### src/hw/rtl/isr_pkg.sv
// Package for the indexed stack with remove: sizes, operation codes,
// status codes and the control bundle broadcast to the entry cells.
// No dependencies.
`timescale 1ns / 1ps
`default_nettype none
package isr_pkg;

	localparam int CAPACITY   = 128;
	localparam int WORD_WIDTH = 32;
	localparam int IDX_W      = $clog2(CAPACITY);
	localparam int CNT_W      = $clog2(CAPACITY + 1);
	localparam int MODE_W     = 3;
	localparam int POS_W      = 7;
	localparam int OUT_WORD_W = 32;
	localparam int OUT_CNT_W  = 8;
	localparam int STATUS_W   = 2;
	localparam int IN_DATA_W  = 48;
	localparam int OUT_DATA_W = 48;

	typedef enum logic [MODE_W-1:0] {
		MODE_APPEND = 3'd0,
		MODE_POP    = 3'd1,
		MODE_READ   = 3'd2,
		MODE_WRITE  = 3'd3,
		MODE_REMOVE = 3'd4
	} mode_t;

	typedef enum logic [STATUS_W-1:0] {
		ST_OK    = 2'd0,
		ST_FULL  = 2'd1,
		ST_EMPTY = 2'd2,
		ST_RANGE = 2'd3
	} status_t;

	typedef struct packed {
		logic                  append_en;
		logic                  write_en;
		logic                  remove_en;
		logic [IDX_W-1:0]      pos;
		logic [CNT_W-1:0]      count;
		logic [WORD_WIDTH-1:0] word;
	} cell_ctrl_t;

endpackage
`default_nettype wire

### src/hw/rtl/isr_cell.sv
// One entry cell of the list: holds a word, loads a new word on append or
// write at its index, or takes its upper neighbor's word on a remove.
// Depends on isr_pkg.
`timescale 1ns / 1ps
`default_nettype none
module isr_cell (
	input  wire                          clk,
	input  wire  [isr_pkg::IDX_W-1:0]    idx,
	input  wire  isr_pkg::cell_ctrl_t    ctrl,
	input  wire  [isr_pkg::WORD_WIDTH-1:0] next_word,
	output logic [isr_pkg::WORD_WIDTH-1:0] word
);
	import isr_pkg::*;

	logic [WORD_WIDTH-1:0] word_q;
	logic                  load_new;
	logic                  shift_in;
	logic [CNT_W-1:0]      idx_next;

	assign idx_next = CNT_W'(idx) + CNT_W'(1);
	assign load_new = (ctrl.append_en && (CNT_W'(idx) == ctrl.count)) ||
	                  (ctrl.write_en && (idx == ctrl.pos));
	assign shift_in = ctrl.remove_en && (idx >= ctrl.pos) && (idx_next < ctrl.count);

	always_ff @(posedge clk) begin
		if (load_new) begin
			word_q <= ctrl.word;
		end else if (shift_in) begin
			word_q <= next_word;
		end
	end

	assign word = word_q;

endmodule
`default_nettype wire

### config.mk
export PLATFORM = sky130hd
export DESIGN_NAME = isr_cell
export DESIGN_NICKNAME = d
export VERILOG_FILES = /design/src/hw/rtl/isr_pkg.sv /design/src/hw/rtl/isr_cell.sv
export SDC_FILE = /design/constraint.sdc
export NUM_CORES = 1
export LEC_CHECK = 0
export BUFFER_PORTS_ARGS = -buffer_cell sky130_fd_sc_hd__buf_2
export CORE_MARGIN = 1.5
export CORE_UTILIZATION = 46
export DETAILED_ROUTE_END_ITERATION = 16
export PLACE_DENSITY = 0.9
export SLEW_MARGIN = 20
export SYNTH_ARGS = -nofsm -noshare
export SYNTH_HDL_FRONTEND = slang
export SYNTH_SLANG_ARGS = --single-unit
### constraint.sdc
create_clock -name clk -period 5.17 [get_ports clk]
set_input_delay 0.517 -clock clk [delete_from_list [all_inputs] [get_ports clk]]
set_output_delay 0.517 -clock clk [all_outputs]
set_load 0.005 [all_outputs]
# Word-level counts from Yosys, hierarchy flattened
# Index checks and enable logic that the tools add are counted.
word_totals:
  reg_bits: 32
  in_bits: 90
  out_inout_bits: 32
  word_cells: 14
classes:
  add_sub_neg: 1
  n_lt_le_gt_ge: 2
  n_eq_ne: 2
  n_mux: 2
  reduce_logical: 6
op_table:
  columns: ["operator", "count"]
  rows:
  - ["$mux 32", 2]
  - ["$add 7x1->8 const B", 1]
  - ["$eq 7x8->1", 1]
  - ["$lt 8x8->1", 1]
  - ["$eq 7x7->1", 1]
  - ["$ge 7x7->1", 1]
  - ["$logic_and 1x1->1", 4]
  - ["$reduce_bool 2->1", 1]
  - ["$logic_or 1x1->1", 1]

# Longest topological paths before layout
# Gate-level depths: netlist of the first run.
logic_depth:
  word_depth: 5
  ltp_mapped: 8
  depth_no_buf: 8

# Least setup slack after synthesis of the first run
# Ideal clock, no wire load.
synth_path:
  kind: "input port to flip-flop"
  from: "input idx[0] (netlist name)"
  to: "register word_q[0] (netlist: word[0]), enable pin"
  arrival_time_ps: 2163
  required_time_ps: 4793
  path_slack_ps: 2630
  stages: 8
  n_path_buf: 0
  cell_sequence: "ha_1 -> nand3_1 -> nor2_1 -> xor2_1 -> ha_1 -> a21o_1 -> a21oi_1 -> a31o_2"
synth_between:
  elab_chain_cells: 4
  word_cells_on_any_way: 11
synth_lines:
  columns: ["element", "line", "text"]
  rows:
  - ["start, declared", "isr_cell.sv:8", "input wire [isr_pkg::IDX_W-1:0] idx,"]
  - ["$add 7x1->8 (tied with other cells)", "isr_cell.sv:20", "assign idx_next = CNT_W'(idx) + CNT_W'(1);"]
  - ["$lt 8x8->1 (tied with other cells)", "isr_cell.sv:23", "assign shift_in = ctrl.remove_en && (idx >= ctrl.pos) && (idx_next < ctrl.count);"]
  - ["$logic_and 1x1->1 / $logic_or 1x1->1 (equally long branches)", "isr_cell.sv:23, isr_cell.sv:21", null]
  - ["$reduce_bool 2->1 (no line) (*)", null, null]
  - ["end signal, assigned", "isr_cell.sv:27", "word_q <= ctrl.word;"]
  - ["end signal, assigned", "isr_cell.sv:29", "word_q <= next_word;"]
  - ["end, declared", "isr_cell.sv:15", "logic [WORD_WIDTH-1:0] word_q;"]
# Every way passes the cells marked *; elsewhere a longest branch is shown, timed or not.
# A chain may end at the register's enable or synchronous reset.

# Final worst setup path of the first run
layout_path:
  from: "input idx[0] (netlist name)"
  to: "register word_q[17] (netlist: word[17]), enable pin"
# Same word-level chain as after synthesis.

==> summary.txt, run 1 <==
Outcome
  – Outcome: complete, no violations

Drt
  – Drt via density: approximately 4.8
  – Routed length per instance: 13.3 um
  – Via count: ~1,500
  – Drt initial violations: 100
  – Post-route ant nets: 0
  – Router iterations before antenna repair: 2
  – Post-route DRC violation count: 0
  – WL final: 4200 um

Cells and area
  – Layout cells sized above 1: 60.5%
  – Diode count: 0
  – Max FFs per register: 32
  – Final nets: 372
  – Area grow syn2layout: 37.2%
  – Layout fillers: 318

Clock network
  – Cts-stage hold buffer count: 0
  – Clock Path Buffers: 2
  – Clock tree from TritonCTS: yes
  – Clock sinks: 32
  – Post-CTS Setup Inserts: 0
  – TritonCTS Buffers: 5
  – H-tree lvl count: 2
  – Cts repair resizes: 0
  – Reg clk slew, reported paths: 0.06 ns
  – Root buffer cell: clkbuf_8

Placement
  – RePlAce Congestion: around 0.81
  – Final HPWL DP: 3440 um
  – # port buffers: 121
  – Pre-CTS setup slack: 1.87 ns

Synthesis
  – Post-Syn Nets: 247
  – Syn avg cell area: 13.6 sq um
  – #FFs+latches synth: 32
  – Asr flop ratio synth: 0%
  – Prevailing post-synth register cell: edfxtp_1
  – Largest area contributor in the netlist: edfxtp_1
  – Post-synthesis sequential area ratio: 50.2%
  – Cell with the most instances after synthesis: edfxtp_1
  – Synth cell types: 23
  – Yosys Warn Count: 0
  – Area contributors post-synth: edfxtp_1, mux2_2, ha_1, xnor2_1, inv_1
  – Synth top area share: 50.2%
  – Most common library cells after synthesis: edfxtp_1, mux2_2, ha_1, inv_1, xnor2_1
  – Mapped Area: 1910 sq um
  – Mapped Cells: between 100 and 150
  – Post-synth EDFFs: 32

Die
  – Starting Density: 47.9%
  – Total die area: 4560 sq um
  – Num rows: 23
  – I/O pin total: 122
  – Die height: 67.5 um
  – Die W: 67.5 um
  – Core area: 4000 sq um

Global routing
  – Total gr overflow: 0
  – Gr usage total: 18.1%
  – Largest net degree at the start of global routing: 34
  – Initial antenna violation count: 0
  – First-pass GRT wire length: 6030 um
  – Vias in the first global route: 1,348

Pwr
  – Net switching power: 0.144 mW
  – Clock group share of total power: between 20% and 30%
  – Switching part of the total power: 23.0%
  – Power share of the sequential group: 52.1%
  – Leakage: 1.26 nW
  – Logic pwr share: 20.7%
  – Internal power: 0.482 mW
  – Power per cell area: 238 nW/um^2
  – Maximum vdd drop: 93.8 uV

Timing
  – Final slew viol count: 0
  – Top achievable clock speed: ~0.34 GHz
  – Rel. slew slack: 33.3%
  – RSZ-0062 raised after global routing: no
  – Final setup vio count: 0
  – Final Worst Setup Slack: around 2.2 ns
  – Tmin final: around 3.0 ns
  – Hold Violations, Final: 0
  – TNS Setup: 0 ns
  – Period utilization: 57.1%
  – Worst Max-Slew Pin Slew: 0.997 ns

Run
  – Max-Cap Viols: 0

Setup path
  – Crit path launch type: primary input
  – Critical path capture point type: flop
  – Critical Path RT: 5.07 ns
  – Worst EP arrival: 2.85 ns
  – CP Class: in -> reg
  – CP Max Fanout: 33

Hold path
  – Min-delay worst type: in -> reg
stage by stage:
| step | power, mW | util [%] | hold WS (ns) | cells | cell area [sq um] |
|---|---|---|---|---|---|
| after detailed placement | 0.463 | 63.7 | 0.824 | 309 | 2550 |
| final | 0.625 | 65.7 | 0.544 | 316 | 2630 |
| after CTS | 0.635 | 65.7 | 0.532 | 316 | 2630 |
| after global routing | 0.661 | 65.7 | 0.534 | 316 | 2630 |
| after floorplan | 0.387 | - | 0.734 | 141 | 1910 |
| after global placement | 0.458 | 63.7 | 0.822 | 309 | 2550 |
cell usage in the layout, fill, tap and decap left out:
master	n
nor2_1	2
nand3_1	4
clkinv_2	1
o21ai_0	2
nand4_1	2
inv_1	14
nand3b_1	1
a31oi_1	1
buf_2	121
a221oi_1	1
o21ai_4	1
ha_1	16
and3_1	4
xor2_1	2
nand2b_1	2
a31o_2	1
nor3b_1	1
clkbuf_1	1
a21oi_1	3
a21o_1	4
mux2_4	2
nand2_1	4
clkbuf_8	5
xnor2_1	9
edfxtp_1	32
mux2_2	30
kinds of logic after synthesis:
logic type	after synthesis	share of synthesized area, %
multiplexers	32	19.2
flip-flops	32	50.2
AND/OR/NAND/NOR	20	5.62
buffers and inverters	17	4.51
adder cells (fa/ha/maj)	16	10.5
AO/OA/AOI/OAI	13	4.97
XOR/XNOR	11	5.03
metal layers:
| layer | global-route usage [%] | wire length (um) | up-vias |
|---|---|---|---|
| met4 | 7.65 | 51 | 0 |
| met2 | 33.2 | 2200 | 81 |
| met3 | 3.33 | 331 | 5 |
| met5 | 0 | 0 | - |
| met1 | 20.5 | 1610 | 675 |
| li1 | - | - | 768 |
power groups by stage:
stage,clock network (mW),registers [mW],logic [mW]
3_3_place_gp,0,0.330,0.128
2_1_floorplan,0,0.336,0.0513
6_report,0.170,0.326,0.130
4_1_cts,0.176,0.326,0.132
3_5_place_dp,0,0.331,0.131
5_1_grt,0.185,0.328,0.148
final cells by class:
cell class	instances	area [sq um]	share of cell area, %
flip-flops and latches	32	961	36.6
multi-input cells	92	867	33.0
repair buffers	121	606	23.1
clock buffers	6	72.6	2.76
well taps	50	62.6	2.38
inverters	14	52.6	2.00
clock inverters	1	5.00	0.191
worst max-delay path, cell delays in order:
cell,delay [ns]
buf_2,0.13
ha_1,0.29
nor3b_1,0.20
nand4_1,0.17
o21ai_4,0.80
a31o_2,0.73
final timing paths:
| path | start | end | cells past startpoint |
|---|---|---|---|
| worst min-delay path | next_word[4] | word[4]$_DFFE_PP_ | 2 |
| worst max-delay path | idx[0] | word[17]$_DFFE_PP_ | 6 |
(Power assumes the default switching activity.)
==> inputs of run 2 (changes only) <==
ABC_AREA = 1   (was not set)
CORE_UTILIZATION = 45   (was 46)
PLACE_DENSITY = 0.84   (was 0.9)
clock period = 3 ns   (was 5.17 ns; I/O delays follow)
==> run 2 against run 1 <==
Die area up 19%. Critical path depth up 8. Sequential power up 73%. Non-clock buffer count up 3. Largest cell class is now multi-input gates. Largest power group unchanged.
==> summary.txt, run 2 <==
Pwr
  – Internal power: 0.923 mW (was 0.482 mW)
  – Switching part of the total power: 23.8% (was 23.0%)
  – Net switching power: 0.288 mW (was 0.144 mW)
  – Maximum vdd drop: 229 uV (was 93.8 uV)
  – Power per cell area: 407 nW/um^2 (was 238 nW/um^2)
  – Power share of the sequential group: 46.5% (was 52.1%)
  – Clock group share of total power: 32.4% (was 27.2%)
  – Leakage: 1.53 nW (was 1.26 nW)
  – Logic pwr share: 21.1% (was 20.7%)

Synthesis
  – Post-synthesis sequential area ratio: 42.6% (was 50.2%)
  – Yosys Warn Count: 0 (unchanged)
  – Synth top area share: 42.6% (was 50.2%)
  – Most common library cells after synthesis: nand2_2, nand3_1, edfxtp_1, nand2_1, inv_1 (was edfxtp_1, mux2_2, ha_1, inv_1, xnor2_1)
  – Asr flop ratio synth: 0% (unchanged)
  – Synth cell types: 22 (was 23)
  – Prevailing post-synth register cell: edfxtp_1 (unchanged)
  – Mapped Cells: 240 (was 141)
  – #FFs+latches synth: 32 (unchanged)
  – Cell with the most instances after synthesis: nand2_2 (was edfxtp_1)
  – Largest area contributor in the netlist: edfxtp_1 (unchanged)
  – Post-Syn Nets: 346 (was 247)
  – Area contributors post-synth: edfxtp_1, nand2_2, ha_1, nand3_1, nand2_1 (was edfxtp_1, mux2_2, ha_1, xnor2_1, inv_1)
  – Syn avg cell area: 9.39 sq um (was 13.6 sq um)
  – Post-synth EDFFs: 32 (unchanged)
  – Mapped Area: 2250 sq um (was 1910 sq um)

Timing
  – TNS Setup: 0 ns (unchanged)
  – Top achievable clock speed: 0.463 GHz
  – RSZ-0062 raised after global routing: no (unchanged)
  – Tmin final: 2.16 ns
  – WHS: 0.296 ns (was 0.544 ns)
  – Rel. slew slack: 75.1% (was 33.3%)
  – Final slew viol count: 0 (unchanged)
  – Hold Violations, Final: 0 (unchanged)
  – Worst Max-Slew Pin Slew: 0.373 ns (was 0.997 ns)
  – Period utilization: 72.0%
  – Final setup vio count: 0 (unchanged)

Setup path
  – Slowest CP cell: ha_1 (was o21ai_4)
  – Crit path launch type: primary input (unchanged)
  – CP Class: in -> reg (unchanged)
  – Worst path cell trace: buf_2 -> ha_1 -> nand3_1 -> nand3b_1 -> xor2_1 -> ha_1 -> nand2_1 -> inv_1 -> nand3_1 -> nand3_1 -> a21oi_1 -> nand2_1 -> nand2_1 -> buf_4 (was buf_2 -> ha_1 -> nor3b_1 -> nand4_1 -> o21ai_4 -> a31o_2)
  – Critical path capture point type: flop (unchanged)
  – Worst EP arrival: 2.12 ns (was 2.85 ns)
  – Critical Path RT: 2.96 ns (was 5.07 ns)
  – CP Max Fanout: 19 (was 33)
  – Slowest stage delay, CP: 0.27 ns (was 0.80 ns)

Cells and area
  – Multi-input gate area: 1110 sq um (was 867 sq um)
  – Register area: 961 sq um (unchanged)
  – Final nets: 468 (was 372)
  – Max FFs per register: 32 (unchanged)
  – Most common cell after layout, fill and taps aside: buf_2 (unchanged)
  – Diode count: 0 (unchanged)
  – Layout fillers: 416 (was 318)
  – Area grow syn2layout: 32.0% (was 37.2%)
  – Most frequent cells in the layout: buf_2, nand2_2, nand3_1 (was buf_2, edfxtp_1, mux2_2)
  – Layout cells sized above 1: 55.1% (was 60.5%)

Global routing
  – Initial antenna violation count: 0 (unchanged)
  – Total gr overflow: 0 (unchanged)
  – First-pass GRT wire length: 7370 um (was 6030 um)
  – Vias in the first global route: 1,770 (was 1,348)
  – Gr usage total: 17.6% (was 18.1%)
  – Largest net degree at the start of global routing: 34 (unchanged)

Clock network
  – Cts repair resizes: 0 (unchanged)
  – H-tree lvl count: 2 (unchanged)
  – Post-CTS Setup Inserts: 0 (unchanged)
  – Clock tree from TritonCTS: yes (unchanged)
  – Reg clk slew, reported paths: 0.06 ns (about the same)
  – Root buffer cell: clkbuf_8 (unchanged)
  – Clock sinks: 32 (unchanged)
  – Cts-stage hold buffer count: 0 (unchanged)
  – Clock Path Buffers: 2 (unchanged)
  – TritonCTS Buffers: 5 (unchanged)

Drt
  – Drt initial violations: 50 (was 100)
  – Post-route ant nets: 0 (unchanged)
  – Drt via density: 4.70 (was 4.84)
  – WL final: 4900 um (was 4200 um)
  – Router iterations before antenna repair: 4 (was 2)
  – Routed length per instance: 11.4 um (was 13.3 um)
  – Post-route DRC violation count: 0 (unchanged)
  – Via count: 2,023 (was 1,529)

Die
  – Starting Density: 47.1% (was 47.9%)
  – Die height: 73.8 um (was 67.5 um)
  – Core area: 4790 sq um (was 4000 sq um)
  – Num rows: 25 (was 23)
  – I/O pin total: 122 (unchanged)
  – Total die area: 5440 sq um (was 4560 sq um)
  – Die W: 73.8 um (was 67.5 um)

Placement
  – Final HPWL DP: 3940 um (was 3440 um)
  – # port buffers: 121 (unchanged)
  – RePlAce Congestion: 0.766 (was 0.811)

Outcome
  – Outcome: complete, no violations (unchanged)

Hold path
  – Min-delay worst type: in -> reg (unchanged)

Run
  – Max-Cap Viols: 0 (unchanged)
run 2: cell types whose count changed in the layout (fill, tap and decap cells not counted), sizes merged, moves of 4 or more:
cell,delta
inv,+10
nor2,+8
mux2,-32
nand2,+88
xnor2,-5
and3,-4
nand3,+35
run 2: layout make-up:
class / count / share of cell area [%]
Multi-Input combinational cell: 175 / 37.2
Clock buffer: 6 / 2.44
Timing Repair Buffer: 124 / 21.1
Sequential cell: 32 / 32.3
Inverter: 24 / 3.03
Clock inverter: 2 / 1.18
Tap cell: 67 / 2.82
run 2: path summary, 6_finish.rpt:
check | start | endpoint | slack, ns | cells after the start
worst max-delay path | idx[0] | word[10]$_DFFE_PP_ | 0.84 | 14
worst min-delay path | ctrl[17] | word[17]$_DFFE_PP_ | 0.30 | 3
run 2: cells by family after synthesis:
group / after synthesis / share of synthesized area, %
simple gates: 144 / 35.1
buf+inv: 33 / 8.32
compound gates: 6 / 1.55
flops: 32 / 42.6
xor+xnor: 9 / 3.50
fa+ha+maj: 16 / 8.88
run 2: power groups by stage:
stage	combinational, mW	clock, mW	sequential [mW]
finish	0.255	0.393	0.563
detailed placement	0.258	0	0.573
global route	0.287	0.416	0.568
global placement	0.252	0	0.571
floorplan	0.108	0	0.582
CTS	0.259	0.404	0.563
run 2: layer usage:
layer	global-route usage, %	share of wire (%)	vias up
met1	20.7	40	904
li1	-	-	1027
met4	7.20	1.4	0
met3	2.61	6.5	6
met5	0	0	-
met2	31.8	52	86
run 2: metrics by stage:
stage	power [mW]	utilization (%)	area [sq um]	setup WS [ns]	cells
3_5_place_dp	0.830	59.9	2870	0.549	422
4_1_cts	1.23	62.2	2980	0.837	430
5_1_grt	1.27	62.2	2980	0.681	430
3_3_place_gp	0.823	59.9	2870	0.620	422
6_report	1.21	62.2	2980	0.840	430
2_1_floorplan	0.690	-	2250	0.381	240
run 2: critical path, delay by kind of cell:
kind	cells	cell delay (ns)
AND/OR/NAND/NOR	7	0.66
adder cells (fa/ha/maj)	2	0.46
buffers and inverters	3	0.43
XOR/XNOR	1	0.15
AO/OA/AOI/OAI	1	0.12
